`config.mk`:
```
export PLATFORM = sky130hd
export DESIGN_NAME = http_chunked_body_decoder_core
export DESIGN_NICKNAME = d
export VERILOG_FILES = /design/src/rtl/chbd_pkg.sv /design/src/rtl/chbd_in_stage.sv /design/src/rtl/chbd_parser.sv /design/src/rtl/chbd_out_stage.sv /design/src/rtl/http_chunked_body_decoder_core.sv
export SDC_FILE = /design/constraint.sdc
export NUM_CORES = 1
export LEC_CHECK = 0
export BUFFER_PORTS_ARGS = -buffer_cell sky130_fd_sc_hd__buf_2
export CAP_MARGIN = 15
export CORE_MARGIN = 3
export CORE_UTILIZATION = 50
export DETAILED_ROUTE_END_ITERATION = 6
export PLACE_DENSITY = 0.72
export SLEW_MARGIN = 20
export SYNTH_ARGS = -nofsm -noshare
export SYNTH_HDL_FRONTEND = slang
export SYNTH_SLANG_ARGS = --single-unit
```
`constraint.sdc`:
```
create_clock -name clk -period 6.6 [get_ports clk]
set_input_delay 0.33 -clock clk [delete_from_list [all_inputs] [get_ports clk]]
set_output_delay 0.33 -clock clk [all_outputs]
set_load 0.02 [all_outputs]
```
`src/rtl/chbd_pkg.sv`:
```
// ----------------------------------------------------------------------------
// chbd_pkg
// Shared types, codes and helpers for the chunked body decoder.
// ----------------------------------------------------------------------------
package chbd_pkg;

    localparam int SIZE_BITS  = 32;
    localparam int LIMIT_BITS = 32;
    // Width used to compare the running size against the limit register.
    localparam int CMP_BITS   = (SIZE_BITS > LIMIT_BITS) ? SIZE_BITS : LIMIT_BITS;

    localparam logic [7:0] CHAR_CR = 8'h0D;
    localparam logic [7:0] CHAR_LF = 8'h0A;
    localparam logic [LIMIT_BITS-1:0] LIMIT_RESET = {LIMIT_BITS{1'b1}};

    typedef enum logic [3:0] {
        PH_SIZE    = 4'd0,
        PH_SIZE_LF = 4'd1,
        PH_DATA    = 4'd2,
        PH_DATA_CR = 4'd3,
        PH_DATA_LF = 4'd4,
        PH_LAST_CR = 4'd5,
        PH_LAST_LF = 4'd6,
        PH_IDLE    = 4'd7
    } phase_t;

    typedef enum logic [1:0] {
        KIND_PAYLOAD = 2'd0,
        KIND_END     = 2'd1,
        KIND_ERROR   = 2'd2
    } kind_t;

    typedef enum logic [1:0] {
        CAUSE_HEX   = 2'd0,
        CAUSE_EMPTY = 2'd1,
        CAUSE_CRLF  = 2'd2,
        CAUSE_LARGE = 2'd3
    } cause_t;

    typedef struct packed {
        logic       sob;
        logic [7:0] data;
    } in_item_t;

    typedef struct packed {
        logic       valid;
        logic [7:0] data;
        kind_t      kind;
        cause_t     cause;
    } result_t;

    typedef struct packed {
        logic       ok;
        logic [3:0] value;
    } hex_t;

    function automatic hex_t hex_decode(input logic [7:0] c);
        hex_t r;
        r.ok    = 1'b1;
        r.value = 4'd0;
        if (c >= 8'h30 && c <= 8'h39)
        begin
            r.value = 4'(c - 8'h30);
        end
        else if (c >= 8'h61 && c <= 8'h66)
        begin
            r.value = 4'(c - 8'h57);
        end
        else if (c >= 8'h41 && c <= 8'h46)
        begin
            r.value = 4'(c - 8'h37);
        end
        else
        begin
            r.ok = 1'b0;
        end
        return r;
    endfunction

endpackage

```
`src/rtl/chbd_in_stage.sv`:
```
// ----------------------------------------------------------------------------
// chbd_in_stage
// Input register that holds one accepted body byte until the parser takes it.
// ----------------------------------------------------------------------------
module chbd_in_stage (
    input  logic              clk,
    input  logic              rst_n,
    input  logic              s_valid,
    output logic              s_ready,
    input  chbd_pkg::in_item_t s_item,
    input  logic              advance,
    output logic              item_valid,
    output chbd_pkg::in_item_t item
);

    logic               valid_reg;
    logic               valid_next;
    chbd_pkg::in_item_t item_reg;

    assign s_ready    = !valid_reg || advance;
    assign item_valid = valid_reg;
    assign item       = item_reg;

    always_comb
    begin
        valid_next = valid_reg;
        if (s_valid && s_ready)
        begin
            valid_next = 1'b1;
        end
        else if (advance)
        begin
            valid_next = 1'b0;
        end
    end

    always_ff @(posedge clk or negedge rst_n)
    begin
        if (!rst_n)
        begin
            valid_reg <= 1'b0;
        end
        else
        begin
            valid_reg <= valid_next;
        end
    end

    always_ff @(posedge clk)
    begin
        if (s_valid && s_ready)
        begin
            item_reg <= s_item;
        end
    end

endmodule

```
`src/rtl/chbd_parser.sv`:
```
// ----------------------------------------------------------------------------
// chbd_parser
// Framing state, size accumulator and limit register; decides the result of
// the byte held in the input register.
// ----------------------------------------------------------------------------
module chbd_parser (
    input  logic                            clk,
    input  logic                            rst_n,
    input  logic                            cfg_we,
    input  logic [chbd_pkg::LIMIT_BITS-1:0] cfg_wdata,
    input  logic                            advance,
    input  chbd_pkg::in_item_t              item,
    output chbd_pkg::result_t               result
);

    chbd_pkg::phase_t               phase_reg;
    chbd_pkg::phase_t               phase_next;
    logic [chbd_pkg::SIZE_BITS-1:0] left_reg;
    logic [chbd_pkg::SIZE_BITS-1:0] left_next;
    logic                           seen_reg;
    logic                           seen_next;
    logic [chbd_pkg::LIMIT_BITS-1:0] limit_reg;

    chbd_pkg::phase_t               cur_phase;
    logic [chbd_pkg::SIZE_BITS-1:0] cur_left;
    logic                           cur_seen;
    chbd_pkg::hex_t                 hex;
    logic [chbd_pkg::SIZE_BITS-1:0] shifted;
    logic [chbd_pkg::SIZE_BITS-1:0] decrement;
    logic                           overflow;
    logic                           over_limit;

    // A start-of-body byte sees the freshly reset parser.
    assign cur_phase = item.sob ? chbd_pkg::PH_SIZE : phase_reg;
    assign cur_left  = item.sob ? '0 : left_reg;
    assign cur_seen  = item.sob ? 1'b0 : seen_reg;

    assign hex        = chbd_pkg::hex_decode(item.data);
    assign shifted    = {cur_left[chbd_pkg::SIZE_BITS-5:0], hex.value};
    assign decrement  = cur_left - chbd_pkg::SIZE_BITS'(1);
    assign overflow   = |cur_left[chbd_pkg::SIZE_BITS-1:chbd_pkg::SIZE_BITS-4];
    assign over_limit = chbd_pkg::CMP_BITS'(shifted) > chbd_pkg::CMP_BITS'(limit_reg);

    always_comb
    begin
        phase_next   = cur_phase;
        left_next    = cur_left;
        seen_next    = cur_seen;
        result.valid = 1'b0;
        result.data  = 8'd0;
        result.kind  = chbd_pkg::KIND_ERROR;
        result.cause = chbd_pkg::CAUSE_HEX;

        case (cur_phase)
            chbd_pkg::PH_SIZE:
            begin
                if (item.data == chbd_pkg::CHAR_CR)
                begin
                    if (!cur_seen)
                    begin
                        result.valid = 1'b1;
                        result.cause = chbd_pkg::CAUSE_EMPTY;
                        phase_next   = chbd_pkg::PH_IDLE;
                    end
                    else
                    begin
                        phase_next = chbd_pkg::PH_SIZE_LF;
                    end
                end
                else if (!hex.ok)
                begin
                    result.valid = 1'b1;
                    result.cause = chbd_pkg::CAUSE_HEX;
                    phase_next   = chbd_pkg::PH_IDLE;
                end
                else if (overflow || over_limit)
                begin
                    // Accumulated value is kept as it was; only the phase moves.
                    result.valid = 1'b1;
                    result.cause = chbd_pkg::CAUSE_LARGE;
                    phase_next   = chbd_pkg::PH_IDLE;
                end
                else
                begin
                    left_next = shifted;
                    seen_next = 1'b1;
                end
            end
            chbd_pkg::PH_SIZE_LF:
            begin
                if (item.data != chbd_pkg::CHAR_LF)
                begin
                    result.valid = 1'b1;
                    result.cause = chbd_pkg::CAUSE_CRLF;
                    phase_next   = chbd_pkg::PH_IDLE;
                end
                else if (cur_left == '0)
                begin
                    phase_next = chbd_pkg::PH_LAST_CR;
                end
                else
                begin
                    phase_next = chbd_pkg::PH_DATA;
                end
            end
            chbd_pkg::PH_DATA:
            begin
                left_next    = decrement;
                result.valid = 1'b1;
                result.data  = item.data;
                result.kind  = chbd_pkg::KIND_PAYLOAD;
                if (decrement == '0)
                begin
                    phase_next = chbd_pkg::PH_DATA_CR;
                end
            end
            chbd_pkg::PH_DATA_CR,
            chbd_pkg::PH_LAST_CR:
            begin
                if (item.data != chbd_pkg::CHAR_CR)
                begin
                    result.valid = 1'b1;
                    result.cause = chbd_pkg::CAUSE_CRLF;
                    phase_next   = chbd_pkg::PH_IDLE;
                end
                else if (cur_phase == chbd_pkg::PH_DATA_CR)
                begin
                    phase_next = chbd_pkg::PH_DATA_LF;
                end
                else
                begin
                    phase_next = chbd_pkg::PH_LAST_LF;
                end
            end
            chbd_pkg::PH_DATA_LF:
            begin
                if (item.data != chbd_pkg::CHAR_LF)
                begin
                    result.valid = 1'b1;
                    result.cause = chbd_pkg::CAUSE_CRLF;
                    phase_next   = chbd_pkg::PH_IDLE;
                end
                else
                begin
                    phase_next = chbd_pkg::PH_SIZE;
                    left_next  = '0;
                    seen_next  = 1'b0;
                end
            end
            chbd_pkg::PH_LAST_LF:
            begin
                result.valid = 1'b1;
                phase_next   = chbd_pkg::PH_IDLE;
                if (item.data != chbd_pkg::CHAR_LF)
                begin
                    result.cause = chbd_pkg::CAUSE_CRLF;
                end
                else
                begin
                    result.kind = chbd_pkg::KIND_END;
                end
            end
            default:
            begin
                phase_next = chbd_pkg::PH_IDLE;
            end
        endcase
    end

    always_ff @(posedge clk or negedge rst_n)
    begin
        if (!rst_n)
        begin
            phase_reg <= chbd_pkg::PH_SIZE;
            left_reg  <= '0;
            seen_reg  <= 1'b0;
        end
        else if (advance)
        begin
            phase_reg <= phase_next;
            left_reg  <= left_next;
            seen_reg  <= seen_next;
        end
    end

    always_ff @(posedge clk or negedge rst_n)
    begin
        if (!rst_n)
        begin
            limit_reg <= chbd_pkg::LIMIT_RESET;
        end
        else if (cfg_we)
        begin
            limit_reg <= cfg_wdata;
        end
    end

endmodule

```
`src/rtl/chbd_out_stage.sv`:
```
// ----------------------------------------------------------------------------
// chbd_out_stage
// Result register on the master side; holds a result until the sink takes it.
// ----------------------------------------------------------------------------
module chbd_out_stage (
    input  logic              clk,
    input  logic              rst_n,
    input  logic              load,
    input  chbd_pkg::result_t result,
    output logic              can_load,
    output logic              m_valid,
    input  logic              m_ready,
    output logic [7:0]        m_data,
    output chbd_pkg::kind_t   m_kind,
    output chbd_pkg::cause_t  m_cause
);

    logic             valid_reg;
    logic             valid_next;
    logic [7:0]       data_reg;
    chbd_pkg::kind_t  kind_reg;
    chbd_pkg::cause_t cause_reg;

    assign can_load = !valid_reg || m_ready;
    assign m_valid  = valid_reg;
    assign m_data   = data_reg;
    assign m_kind   = kind_reg;
    assign m_cause  = cause_reg;

    always_comb
    begin
        valid_next = valid_reg;
        if (load && result.valid)
        begin
            valid_next = 1'b1;
        end
        else if (m_ready)
        begin
            valid_next = 1'b0;
        end
    end

    always_ff @(posedge clk or negedge rst_n)
    begin
        if (!rst_n)
        begin
            valid_reg <= 1'b0;
        end
        else
        begin
            valid_reg <= valid_next;
        end
    end

    always_ff @(posedge clk)
    begin
        if (load && result.valid)
        begin
            data_reg  <= result.data;
            kind_reg  <= result.kind;
            cause_reg <= result.cause;
        end
    end

endmodule

```
`src/rtl/http_chunked_body_decoder_core.sv`:
```
// ----------------------------------------------------------------------------
// http_chunked_body_decoder_core
// Decodes a chunked message body one byte per item.
// ----------------------------------------------------------------------------
// Usage:
//   Body bytes enter on the s_axis channel, tuser marking the first byte of a
//   new body. Each input item gives zero or one result on m_axis: a payload
//   byte, an end-of-body mark or a framing error with its cause.
//   The chunk size limit is written through cfg_we/cfg_wdata; the user must
//   write it only while the block is idle: the block does not enforce this.
// Timing:
//   One item per cycle sustained while m_axis_tready is high. The parser
//   decodes the byte held in the input register into the result register
//   when that register can load, with a state update that is a single nibble
//   shift, compare or decrement per byte.
// Reset:
//   rst_n clears both stage valid bits and puts the parser at the start of a
//   size line; the limit returns to its all-ones value.
// Back-pressure:
//   When m_axis_tready is low a pending result stays in the result register;
//   the input register takes one more item only if it is empty, then
//   s_axis_tready drops until the sink resumes.
// ----------------------------------------------------------------------------
module http_chunked_body_decoder_core (
    input  logic                            clk,
    input  logic                            rst_n,
    input  logic                            s_axis_tvalid,
    output logic                            s_axis_tready,
    input  logic [7:0]                      s_axis_tdata,  // [7:0] body_byte
    input  logic [0:0]                      s_axis_tuser,  // [0] start_of_body
    output logic                            m_axis_tvalid,
    input  logic                            m_axis_tready,
    output logic [15:0]                     m_axis_tdata,  // [7:0] payload_byte,
                                                           // [9:8] error_cause
    output logic [1:0]                      m_axis_tuser,  // [1:0] result_kind
    input  logic                            cfg_we,
    input  logic [chbd_pkg::LIMIT_BITS-1:0] cfg_wdata
);

    chbd_pkg::in_item_t s_item;
    chbd_pkg::in_item_t item;
    chbd_pkg::result_t  result;
    chbd_pkg::kind_t    out_kind;
    chbd_pkg::cause_t   out_cause;
    logic [7:0]         out_data;
    logic               item_valid;
    logic               can_load;
    logic               advance;

    assign s_item.data = s_axis_tdata;
    assign s_item.sob  = s_axis_tuser[0];
    assign advance     = item_valid && can_load;

    chbd_in_stage u_in (
        .clk        (clk),
        .rst_n      (rst_n),
        .s_valid    (s_axis_tvalid),
        .s_ready    (s_axis_tready),
        .s_item     (s_item),
        .advance    (advance),
        .item_valid (item_valid),
        .item       (item)
    );

    chbd_parser u_parser (
        .clk       (clk),
        .rst_n     (rst_n),
        .cfg_we    (cfg_we),
        .cfg_wdata (cfg_wdata),
        .advance   (advance),
        .item      (item),
        .result    (result)
    );

    chbd_out_stage u_out (
        .clk      (clk),
        .rst_n    (rst_n),
        .load     (advance),
        .result   (result),
        .can_load (can_load),
        .m_valid  (m_axis_tvalid),
        .m_ready  (m_axis_tready),
        .m_data   (out_data),
        .m_kind   (out_kind),
        .m_cause  (out_cause)
    );

    assign m_axis_tdata = {6'd0, out_cause, out_data};
    assign m_axis_tuser = out_kind;

endmodule

```
Word level (Yosys, flattened, before mapping)
Index checks and enable logic that the tools add are counted.

Word-level logic and storage cells: 102. Register bits after elaboration: 92. Input bits: 46.

Add/subtract/negate cells: 4. Reduce and logical (&&, ||, !) cells: 21. Order comparisons: 7. Muxes and demuxes: 50. Equality and inequality tests: 9.

Operator list (number): 32-bit 2-to-1 mux (5); 32-bit case mux with 3 select lines (1); 32-bit logical NOT (2); 4-bit 2-to-1 mux (10); 32-bit > comparator (1); 32-bit by 1-bit subtractor with 32-bit output (second input constant) (1); 4-bit case mux with 5 select lines (1); 1-bit 2-to-1 mux (19); 8-bit by 7-bit greater-or-equal comparator with 1-bit output (second input constant) (2); 8-bit by 7-bit less-or-equal comparator with 1-bit output (second input constant) (2); 8-bit by 4-bit inequality test with 1-bit output (second input constant) (2); 2-bit 2-to-1 mux (7); 4-bit by 3-bit == test with 1-bit output (second input constant) (3); 3-bit 2-to-1 mux (3); 4-bit by 2-bit == test with 1-bit output (second input constant) (2); 8-bit by 4-bit == test with 1-bit output (second input constant) (1); 8-bit by 6-bit greater-or-equal comparator with 1-bit output (second input constant) (1); 8-bit by 6-bit less-or-equal comparator with 1-bit output (second input constant) (1); 4-bit by 3-bit subtractor with 4-bit output (second input constant) (2); 1-bit logical AND (6); 2-bit case mux with 3 select lines (1); 2-bit OR reduction (3); 4-bit by 1-bit == test with 1-bit output (second input constant) (1); 4-bit logical NOT (1); other kinds (9) (13).

Longest topological paths before layout
Gate-level depths: netlist (run 1).

Depth after elaboration: 13. Mapped depth: 19.

Modules after synthesis
From an unflattened synthesis (run 1), not the netlist that was laid out.

Cells, all modules: 821. Area total of the unflattened synthesis: 6801.5 µm².

Modules (own cells, without submodules): chbd_parser (cells each 783, instances 1, area an instance 6009.5 µm²); chbd_out_stage (cells each 17, instances 1, area an instance 412.9 µm²); chbd_in_stage (cells each 13, instances 1, area an instance 324.1 µm²); http_chunked_body_decoder_core (cells each 8, instances 1, area an instance 55.1 µm²).

Worst setup path before layout (run 1)
Ideal clock, no wire load.

Kind: register -> register. Start: reg u_in.item_reg (netlist bit u_in.item[8]). End: reg u_out.cause_reg[0] (netlist: u_out.m_cause[0]), enable pin. Stages on the path, launching flop included: 17. Data arrival time: 4.003 ns. Period minus slack after synthesis: 4.384 ns. Buffers on the path: 7. Required time: 6.220 ns. Slack: 2.216 ns. Library setup time: 0.380 ns. Path through: edfxtp_1 > buf_2 > clkbuf_1 > clkbuf_1 > clkbuf_1 > buf_1 > nor2b_1 > ha_1 > nand4_1 > a2111oi_0 > o31ai_1 > a31o_1 > buf_4 > buf_6 > a211oi_1 > nor3_1 > nor2_1.

Cells in the longest elaborated chain, start to end: 8. Elaborated cells on any way between the ends: 22.

RTL lines: start: declaration (line chbd_in_stage.sv:18) `chbd_pkg::in_item_t item_reg;`; start signal: assignment (line chbd_in_stage.sv:53) `item_reg <= s_item;`; 32-bit 2-to-1 mux (line chbd_parser.sv:35) `assign cur_left = item.sob ? '0 : left_reg;`; 32-bit > comparator / 4-bit OR reduction (equally long branches) (line chbd_parser.sv:42, chbd_parser.sv:41); 1-bit logical OR (line chbd_parser.sv:76) `else if (overflow || over_limit)`; 1-bit 2-to-1 mux (line chbd_parser.sv:76); 1-bit 2-to-1 mux (line chbd_parser.sv:70) `else if (!hex.ok)`; 1-bit 2-to-1 mux (line chbd_parser.sv:57) `if (item.data == chbd_pkg::CHAR_CR)`; 1-bit case mux with 4 select lines (*) (line chbd_parser.sv:54) `case (cur_phase)`; 1-bit logical AND (*) (line chbd_out_stage.sv:57) `if (load && result.valid)`; end signal: assignment (line chbd_out_stage.sv:61) `cause_reg <= result.cause;`; end: declaration (line chbd_out_stage.sv:22) `chbd_pkg::cause_t cause_reg;`.

Mark *: on every way between the ends. The rest lies on a longest branch, timed or not. A chain may end at the register's enable or synchronous reset.

Worst setup path in the final report (run 1)
Start: reg u_in.item_reg (netlist bit u_in.item[1]). End: reg u_out.data_reg[2] (netlist: u_out.m_data[2]), enable pin.

Cells in the longest elaborated chain, start to end: 12. Elaborated cells on any way between the ends: 30.

RTL lines: 8-bit by 7-bit greater-or-equal comparator with 1-bit output / 8-bit by 7-bit less-or-equal comparator with 1-bit output (equally long branches) (line chbd_pkg.sv:69) `else if (c >= 8'h41 && c <= 8'h46)`; 1-bit logical AND (line chbd_pkg.sv:69); 4-bit 2-to-1 mux (line chbd_pkg.sv:69); 4-bit 2-to-1 mux (line chbd_pkg.sv:65) `else if (c >= 8'h61 && c <= 8'h66)`; 4-bit 2-to-1 mux (line chbd_pkg.sv:61) `if (c >= 8'h30 && c <= 8'h39)`; 32-bit > comparator (line chbd_parser.sv:42) `assign over_limit = chbd_pkg::CMP_BITS'(shifted) > chbd_pkg::CMP_BITS'(limit_reg);`; 1-bit logical OR (line chbd_parser.sv:76); 1-bit 2-to-1 mux (line chbd_parser.sv:76); 1-bit 2-to-1 mux (line chbd_parser.sv:70); 1-bit 2-to-1 mux (line chbd_parser.sv:57); 1-bit case mux with 4 select lines (*) (line chbd_parser.sv:54); 1-bit logical AND (*) (line chbd_out_stage.sv:57); end signal: assignment (line chbd_out_stage.sv:59) `data_reg <= result.data;`; end: declaration (line chbd_out_stage.sv:20) `logic [7:0] data_reg;`.

Marked as above.

==> results.toml, run 1 <==
[synth]
synthCells = 828
netlist.area_leader.share = 0.141
synthesis.area_um2 = 6930
synth_edf_count = 21
synth_largest_area_cell = "sky130_fd_sc_hd__dfrtp_1"
postSynthAreaPerCell_um2 = 8.36
ys_top_cells_by_area = "sky130_fd_sc_hd__dfrtp_1, sky130_fd_sc_hd__dfstp_2, sky130_fd_sc_hd__edfxtp_1"
synth-main-ff-cell = "sky130_fd_sc_hd__dfrtp_1"
ys_warn_count = 0
synth_seq_area_share = 0.353
synth.ff_latch_count = 92
synth-async-reset-ratio = 0.772
synth.distinct_cells = 76

[placed_design]
detailed_place_hpwl_um = 13500
portBuffers = 59
gp_congestion = 0.961
placed_cell_area_um2 = 7240

[cells_and_area]
fraction_of_layout_instances_using_a_drive_strength_above_1 = 0.169
layout_common_cells = "sky130_fd_sc_hd__nand2_1, sky130_fd_sc_hd__o21ai_0, sky130_fd_sc_hd__nor2_1"
nFillCells = 1270
multiInputGateArea_um2 = 4030
final_net_count = 938
final_design_area_no_fill_um2 = 7560
n_antenna_cell = 0
seq_area_um2 = 2450
area_growth_syn_to_layout_pct = 9.11

[worst_setup_path]
crit_buf_inv = 1
critical_path.max_fanout = 12
reg2regPathDepth = 15
cp-end-kind = "flop"
critPathLaunch = "u_in.item[1]$_DFFE_PP_"
cp_cell_sequence = "inv_1, ha_1, o21bai_1, a2111oi_4, a31oi_1, xnor2_1, nor2_1, ha_1, a21oi_1, a2111oi_0, o31ai_1, a31o_1, a211oi_1, nor3_1, nor2_1"
timing.critical_path.depth = 15
crit_end = "u_out.m_data[2]$_SDFFCE_PN0P_"
cp_data_required_time_ps = 6580
crit_path_max_incr_delay_ps = 730
timing.critical_path.slowest_stage_cell = "sky130_fd_sc_hd__nor2_1"
criticalPathCategory = "flop to flop"
reg2reg_launch_point = "u_in.item[1]$_DFFE_PP_"
path_delay_family = "compound AO/OA/AOI/OAI gates"
timing.critical_path.from_type = "flop"
regToRegSetupSlack_ps = 1650
timing.critical_path.arrival_ps = 4930
worstReg2RegEnd = "u_out.m_data[2]$_SDFFCE_PN0P_"

[global_route]
first_pass_grt_wire_length_um = 31300
track_usage = 0.262
grt_antenna_before_repair = 0
pin_count_of_the_biggest_net_entering_global_routing = 72
first_global_vias = 5918
globalRouteOverflowTotal = 0

[timing]
max_clock_freq_mhz = 202
report.final.setup_viol = 0
grt_setup_unrepaired = "false"
worst_slew_margin_rel = 0.262
setup-tns-final_ps = 0
clock_skew_after_layout_ps = 10.7
timing_worst_slew_pin_value_ps = 1100
post_layout_min_period_ps = 4950
final-max-slew-violation-count = 0
final_hold_viol_count = 0
part_of_the_cycle_the_worst_path_needs = 0.750

[floorplanning]
core_um2 = 13400
die-height_um = 124
starting_density_of_the_core = 0.517
die-area_um2 = 15300
die_width_um = 124
ioPinCount = 66
total_number_of_placement_rows = 42

[cts]
clkSlewWorstSetupHoldPaths_ps = 60
tritoncts_buffer_count = 9
h_tree_levels = 3
numClockSinks = 92
cts.hold.buffers_added = 0
cts_tree = "yes"
cts_repair_resize_count = 0
clock_path_buffers = 2
worstSkewPairLatency_ps = 360
cts_setup_buffers = 0
clock_tree.root_cell = "sky130_fd_sc_hd__clkbuf_16"

[job]
max-cap-violations = 0

[drt]
route.vias.total = 6384
postRouteAntennaNets = 0
drc = 0
wl_per_cell_um = 18.7
vias_per_cell = 6.17
drt_iter0_drc = 723
routed_wirelength_um = 19300
drt-pass1-iter-count = 5

[pwr]
leakagePower_uw = 0.00321
max_ir_drop_vdd_v = 0.000161
power_density_nw_per_um2 = 347

[hold_path]
hold_path_class = "input port to flop"

[run_status]
status = "finished clean"
-- worst register-to-register path, delay by kind of cell, from the launching register on --
kind | cells | cell delay [ps]
flops | 1 | 490
fa+ha+maj | 2 | 530
simple gates | 3 | 930
xor+xnor | 1 | 200
buf+inv | 1 | 150
compound gates | 8 | 2280
-- worst min-delay path by stage --
stage	slack [ps]	cells past startpoint	end	from
after global placement	480	2	u_parser.seen_reg$_DFFE_PN0P_	u_parser.seen_reg$_DFFE_PN0P_
final	150	1	u_in.item[4]$_DFFE_PP_	s_axis_tdata[4]
after floorplan	30	0	u_in.item_valid$_DFFE_PN0P_	rst_n
after detailed placement	490	2	u_parser.seen_reg$_DFFE_PN0P_	u_parser.seen_reg$_DFFE_PN0P_
after global routing	140	1	u_in.item[6]$_DFFE_PP_	s_axis_tdata[6]
after CTS	140	1	u_in.item[6]$_DFFE_PP_	s_axis_tdata[6]
-- kinds of logic after synthesis --
family	after synthesis	share of synthesized area
adders and majority gates	39	0.0705
DFF	92	0.353
muxes	23	0.0347
AOI/OAI and AO/OA	246	0.225
other	1	0.000541
xor gates and xnor gates	9	0.0114
and+or+nand+nor	307	0.235
buffers and inverters	111	0.0696
-- cell type report --
cell class / count / area share
clock buffers: 9 / 0.0298
multi-input cells: 630 / 0.533
inverters: 53 / 0.0263
clock inverters: 7 / 0.0108
repair buffers: 67 / 0.0470
flip-flops and latches: 92 / 0.324
well taps: 176 / 0.0291
-- synthesized netlist by cell type, drive strengths merged, types with 7 or more instances --
library cell  number
nand4             14
nor2              68
a211oi             9
o21ai             85
edfxtp            21
nor3              26
dfstp             32
nor2b             21
nor4              22
ha                39
dfrtp             39
clkbuf            36
nand2b            20
mux2               8
nand2             82
a21oi             64
and3               7
buf               22
mux2i             15
nand3             12
inv               53
a31oi             12
-- power by group --
group          internal, uW  switching, uW
clock                   327            229
combinational           420            704
sequential              728            216
total                  1470           1150
-- per-stage QoR --
step           power (uW)  std cells   util  hold WS, ps  setup WS (ps)
2_1_floorplan        1750        833      -         34.4           2220
3_3_place_gp         2030       1018  0.541          482           1790
3_5_place_dp         2040       1018  0.541          490           1710
4_1_cts              2590       1034  0.563          143           1680
5_1_grt              2800       1034  0.564          138           1340
6_report             2620       1034  0.564          148           1650
-- per-layer routing --
metal,GRT usage,routed length (um)
met2,0.396,8670
met3,0.0400,1430
met4,0.117,646
met5,0,0
met1,0.370,8570
(Power assumes the default switching activity.)
==> run 2: changes to the inputs <==
--- a/config.mk
+++ b/config.mk
@@ -10,7 +10,7 @@
 export CORE_MARGIN = 3
 export CORE_UTILIZATION = 50
 export DETAILED_ROUTE_END_ITERATION = 6
-export PLACE_DENSITY = 0.72
+export PLACE_DENSITY = 0.75
 export SLEW_MARGIN = 20
 export SYNTH_ARGS = -nofsm -noshare
 export SYNTH_HDL_FRONTEND = slang
==> constraint.sdc (replaced) <==
create_clock -name clk -period 4.52 [get_ports clk]
set_input_delay 0.226 -clock clk [delete_from_list [all_inputs] [get_ports clk]]
set_output_delay 0.226 -clock clk [all_outputs]
set_load 0.02 [all_outputs]
==> results.toml, run 2 (same netlist as run 1, synthesis figures left out) <==
[run_status]
status = "finished clean"

[worst_setup_path]
criticalPathCategory = "flop to flop"
timing.critical_path.arrival_ps = 4150
reg2reg_launch_point = "u_in.item[0]$_DFFE_PP_"
critPathLaunch = "u_in.item[0]$_DFFE_PP_"
crit_path_max_incr_delay_ps = 460
cp_cell_sequence = "inv_1, ha_1, nor2b_1, a211oi_1, nor2_1, a22o_1, ha_1, nor2b_1, o211ai_1, a2111oi_0, o31ai_1, a31o_1, a211oi_1, nor3_1, nor2_1, buf_4"
critical_path.max_fanout = 12
timing.critical_path.from_type = "flop"
worstReg2RegEnd = "u_out.m_cause[1]$_DFFE_PP_"
crit_end = "u_out.m_cause[1]$_DFFE_PP_"
crit_buf_inv = 2
path_delay_family = "compound AO/OA/AOI/OAI gates"
cp_data_required_time_ps = 4570
cp-end-kind = "flop"
timing.critical_path.slowest_stage_cell = "sky130_fd_sc_hd__a211oi_1"
timing.critical_path.depth = 16
regToRegSetupSlack_ps = 420
reg2regPathDepth = 16

[drt]
topRoutingLayerUsed = "met4"
route.vias.total = 6535
vias_per_cell = 6.19
drt-pass1-iter-count = 5
wl_met1_um = 8380
dr_wl_met3_um = 1630
postRouteAntennaNets = 0
route.met2.wl_um = 9010
wl_per_cell_um = 18.6
drt_iter0_drc = 847
drc = 0
routed_wirelength_um = 19700

[global_route]
globalRouteOverflowTotal = 0
pin_count_of_the_biggest_net_entering_global_routing = 64
first_pass_grt_wire_length_um = 32200
first_global_vias = 6274
track_usage = 0.268
grt_antenna_before_repair = 0

[timing]
post_layout_min_period_ps = 4100
postLayoutSetupSlackWorst_ps = 422
worst_slew_margin_rel = 0.381
max_clock_freq_mhz = 244
final-max-slew-violation-count = 0
timing_worst_slew_pin_value_ps = 920
clock_skew_after_layout_ps = 11.3
part_of_the_cycle_the_worst_path_needs = 0.907
final_hold_viol_count = 0
report.final.setup_viol = 0
grt_setup_unrepaired = "false"
setup-tns-final_ps = 0

[floorplanning]
total_number_of_placement_rows = 42
ioPinCount = 66
die-height_um = 124
die_width_um = 124
core_um2 = 13400
die-area_um2 = 15300
starting_density_of_the_core = 0.517

[pwr]
power_density_nw_per_um2 = 498
max_ir_drop_vdd_v = 0.000252
leakagePower_uw = 0.00329
totalPowerFinal_uw = 3840

[cts]
clock_tree.root_cell = "sky130_fd_sc_hd__clkbuf_16"
tritoncts_buffer_count = 9
cts_repair_resize_count = 0
cts_tree = "yes"
worstSkewPairLatency_ps = 360
clkSlewWorstSetupHoldPaths_ps = 60
clock_path_buffers = 2
numClockSinks = 92
h_tree_levels = 3

[placed_design]
gp_congestion = 0.969
detailed_place_hpwl_um = 14100
worst_setup_slack_after_placement_ps = 400
portBuffers = 59

[cells_and_area]
layout_common_cells = "sky130_fd_sc_hd__nand2_1, sky130_fd_sc_hd__o21ai_0, sky130_fd_sc_hd__nor2_1"
fraction_of_layout_instances_using_a_drive_strength_above_1 = 0.189
area_growth_syn_to_layout_pct = 11.3
n_antenna_cell = 0
final_net_count = 959

[hold_path]
hold_path_class = "input port to flop"

[job]
max-cap-violations = 0
-- run 2: cell count changes in the layout (fill, tap and decap cells not counted), sizes merged --
cell and delta:
buf +20, dlygate4sd3 +1, clkinvlp +5, clkbuf +1
clkinv -5, bufinv -1
-- run 2: how the worst min path moves through the flow --
stage | cells after the start | start | endpoint | slack, ps
2_1_floorplan | 0 | rst_n | u_in.item_valid$_DFFE_PN0P_ | -70
3_3_place_gp | 1 | rst_n | u_parser.left_reg[11]$_DFFE_PN0P_ | 310
3_5_place_dp | 1 | rst_n | u_parser.left_reg[11]$_DFFE_PN0P_ | 310
4_1_cts | 1 | s_axis_tdata[4] | u_in.item[4]$_DFFE_PP_ | 40
5_1_grt | 1 | s_axis_tdata[7] | u_in.item[7]$_DFFE_PP_ | 40
6_report | 1 | s_axis_tdata[7] | u_in.item[7]$_DFFE_PP_ | 50
-- run 2: power by group --
part           total (uW)  internal, uW  switching (uW)
Combinational        1690           642            1040
Clock                 770           428             343
Sequential           1380          1060             319
Total                3840          2130            1710
-- run 2: cell type report --
cell class	instances	area [um^2]
fill	1242	5690
sequential	92	2450
clock buffer	10	229
timing repair buffer	88	528
clock inverter	6	65.1
inverter	53	199
tap	176	220
multi-input combinational	630	4020
-- run 2: per-layer routing --
metal	global-route usage	up-vias
met5	0	-
met4	0.129	0
met3	0.0595	53
met2	0.408	317
met1	0.361	3076
li1	-	3089
-- run 2: stage by stage --
stage | util | cell area (um^2) | std cells | hold slack [ps]
after floorplan | - | 6940 | 833 | -69.6
after global routing | 0.575 | 7710 | 1055 | 35.8
after detailed placement | 0.552 | 7390 | 1037 | 308
final | 0.575 | 7710 | 1055 | 48.6
after CTS | 0.575 | 7700 | 1054 | 35.0
after global placement | 0.552 | 7390 | 1037 | 306
-- run 2: what timing repair did --
action                                  CTS  global route
buffers inserted                          0             1
endpoints found under the setup margin    0            13
endpoints found under the hold margin    12             0
hold buffers                              1             0
==> run 3: changes to the inputs <==
--- a/config.mk
+++ b/config.mk
@@ -11,7 +11,9 @@
 export CORE_UTILIZATION = 50
 export DETAILED_ROUTE_END_ITERATION = 6
 export PLACE_DENSITY = 0.75
+export RECOVER_POWER = 100
 export SLEW_MARGIN = 20
 export SYNTH_ARGS = -nofsm -noshare
 export SYNTH_HDL_FRONTEND = slang
+export SYNTH_HIERARCHICAL = 1
 export SYNTH_SLANG_ARGS = --single-unit
==> results.toml, run 3 <==
[cells_and_area]
area_growth_syn_to_layout_pct = 11.4
n_antenna_cell = 0
layout_common_cells = "sky130_fd_sc_hd__nand2_1, sky130_fd_sc_hd__o21ai_0, sky130_fd_sc_hd__a21oi_1"
nFillCells = 1212
final_net_count = 959
multiInputGateArea_um2 = 3950
mostFrequentLayoutCell = "sky130_fd_sc_hd__nand2_1"
seq_area_um2 = 2450
fraction_of_layout_instances_using_a_drive_strength_above_1 = 0.168
final_design_area_no_fill_um2 = 7580

[timing]
final-max-slew-violation-count = 138
part_of_the_cycle_the_worst_path_needs = 0.960
max_clock_freq_mhz = 230
post_layout_min_period_ps = 4340
grt_setup_unrepaired = "false"
setup-tns-final_ps = 0
clock_skew_after_layout_ps = 8.38
timing_worst_slew_pin_value_ps = 2320
final_hold_viol_count = 0
worst_slew_margin_rel = -0.550
report.final.setup_viol = 0

[cts]
numClockSinks = 92
worstSkewPairLatency_ps = 360
cts.hold.buffers_added = 0
cts_tree = "yes"
tritoncts_buffer_count = 9
cts_setup_buffers = 0
clock_path_buffers = 2
clock_tree.root_cell = "sky130_fd_sc_hd__clkbuf_16"
cts_repair_resize_count = 0
clkSlewWorstSetupHoldPaths_ps = 70
h_tree_levels = 3

[synth]
ys_warn_count = 6
synth_edf_count = 21
synth-async-reset-ratio = 0.772
synth_largest_area_cell = "sky130_fd_sc_hd__dfrtp_1"
synth-main-ff-cell = "sky130_fd_sc_hd__dfrtp_1"
netlist.area_leader.share = 0.143
synth.cells.most_frequent = "sky130_fd_sc_hd__nand2_1, sky130_fd_sc_hd__o21ai_0, sky130_fd_sc_hd__a21oi_1, sky130_fd_sc_hd__nor2_1, sky130_fd_sc_hd__inv_1"
synth.distinct_cells = 80
most_repeated_cell_in_the_gate_level_netlist_after_synthesis = "sky130_fd_sc_hd__nand2_1"
synth_seq_area_share = 0.360
postSynthAreaPerCell_um2 = 8.28
ys_top_cells_by_area = "sky130_fd_sc_hd__dfrtp_1, sky130_fd_sc_hd__dfstp_2, sky130_fd_sc_hd__edfxtp_1"
synthCells = 821
synth.ff_latch_count = 92
synthesis.area_um2 = 6800

[drt]
drt-pass1-iter-count = 7
wl_per_cell_um = 19.9
vias_per_cell = 6.35
postRouteAntennaNets = 0
routed_wirelength_um = 20900
drc = 12
route.vias.total = 6682
drt_iter0_drc = 1007

[global_route]
pin_count_of_the_biggest_net_entering_global_routing = 64
grt_antenna_before_repair = 0
track_usage = 0.289
first_global_vias = 6292
first_pass_grt_wire_length_um = 33600
globalRouteOverflowTotal = 0

[placed_design]
detailed_place_hpwl_um = 15300
placed_cell_area_um2 = 7360
portBuffers = 59
gp_congestion = 1.03

[run_status]
status = "complete, but fails checks"
violations = "design-rule violations, max-capacitance violations, max-slew violations"

[floorplanning]
total_number_of_placement_rows = 41
ioPinCount = 66
die_width_um = 123
die-area_um2 = 15000
die-height_um = 123
starting_density_of_the_core = 0.524
core_um2 = 13000

[hold_path]
worstHoldStart = "s_axis_tdata[0]"
hold_path_class = "input port to flop"

[worst_setup_path]
reg2reg_launch_point = "u_in/item[1]$_DFFE_PP_"
timing.critical_path.arrival_ps = 4580
cp-end-kind = "flop"
critical_path.max_fanout = 9
criticalPathCategory = "flop to flop"
timing.critical_path.from_type = "flop"
cp_data_required_time_ps = 4760
critPathLaunch = "u_in/item[1]$_DFFE_PP_"

[pwr]
max_ir_drop_vdd_v = 0.000305
power_density_nw_per_um2 = 527
leakagePower_uw = 0.00312

[job]
max-cap-violations = 3
==> run 3: cell count changes after synthesis, sizes merged, moves of 8 or more <==
cell | before | now
a21oi | 64 | 76
buf | 22 | 13
nand3 | 12 | 23
nor2 | 68 | 55
nand2 | 82 | 101
nand2b | 20 | 12
==> run 3: worst paths after layout <==
check | slack [ps] | to | depth (start not counted)
hold / removal | 40 | u_in/item[0]$_DFFE_PP_ | 1
min in group asynchronous | 560 | u_parser/left_reg[8]$_DFFE_PN0P_ | 1
setup / recovery | 180 | u_parser/left_reg[19]$_DFFE_PN0P_ | 15
hold reg to reg | 510 | u_out/m_valid$_DFFE_PN0P_ | 2
max in group asynchronous | 1450 | u_parser/left_reg[27]$_DFFE_PN0P_ | 2
setup reg to reg | 180 | u_parser/left_reg[19]$_DFFE_PN0P_ | 15
==> run 3: power by group <==
group	internal (uW)	switching (uW)
clock	381	362
combinational	686	1170
sequential	1080	314
==> run 3: layout make-up <==
class / instances / area share
clock buffers: 9 / 0.0297
clock inverters: 7 / 0.00743
inverters: 47 / 0.0233
multi-input cells: 632 / 0.521
flip-flops and latches: 92 / 0.323
well taps: 172 / 0.0284
repair buffers: 93 / 0.0674
==> run 3: cells by family after synthesis <==
group / after synthesis / share of synthesized area
AND/OR/NAND/NOR: 310 / 0.236
AO/OA/AOI/OAI: 248 / 0.229
buffers and inverters: 102 / 0.0609
flip-flops: 92 / 0.360
adder cells (fa/ha/maj): 38 / 0.0699
multiplexers: 20 / 0.0307
XOR/XNOR: 10 / 0.0129
other: 1 / 0.000551
==> run 3: routing by layer <==
| metal | global-route usage | up-vias | part of all wire |
|---|---|---|---|
| met3 | 0.0724 | 89 | 0.10 |
| met1 | 0.393 | 3124 | 0.40 |
| li1 | - | 3086 | - |
| met2 | 0.425 | 383 | 0.44 |
| met5 | 0 | - | 0 |
| met4 | 0.150 | 0 | 0.049 |
==> run 3: per-stage QoR <==
step | setup slack, ps | util | power [uW] | instances | hold slack, ps
floorplan | 700 | - | 2610 | 826 | -69.6
global placement | 509 | 0.567 | 3200 | 1036 | 403
detailed placement | 361 | 0.567 | 3220 | 1036 | 404
CTS | 328 | 0.589 | 3970 | 1052 | 30.2
global route | 14.8 | 0.584 | 4240 | 1052 | 22.8
finish | 179 | 0.584 | 3990 | 1052 | 38.1
==> run 3: critical path: stages (launching register included) <==
cell,delay [ps]
sky130_fd_sc_hd__edfxtp_1,460
sky130_fd_sc_hd__inv_1,150
sky130_fd_sc_hd__ha_1,260
sky130_fd_sc_hd__o21bai_1,120
sky130_fd_sc_hd__a2111oi_4,570
sky130_fd_sc_hd__a22o_1,230
sky130_fd_sc_hd__ha_1,230
sky130_fd_sc_hd__nor2b_1,130
sky130_fd_sc_hd__o211ai_1,170
sky130_fd_sc_hd__a211oi_1,90
sky130_fd_sc_hd__o41ai_1,520
sky130_fd_sc_hd__o21ai_1,200
sky130_fd_sc_hd__nor2_2,390
sky130_fd_sc_hd__buf_4,270
sky130_fd_sc_hd__mux2i_1,90
sky130_fd_sc_hd__o311ai_0,330
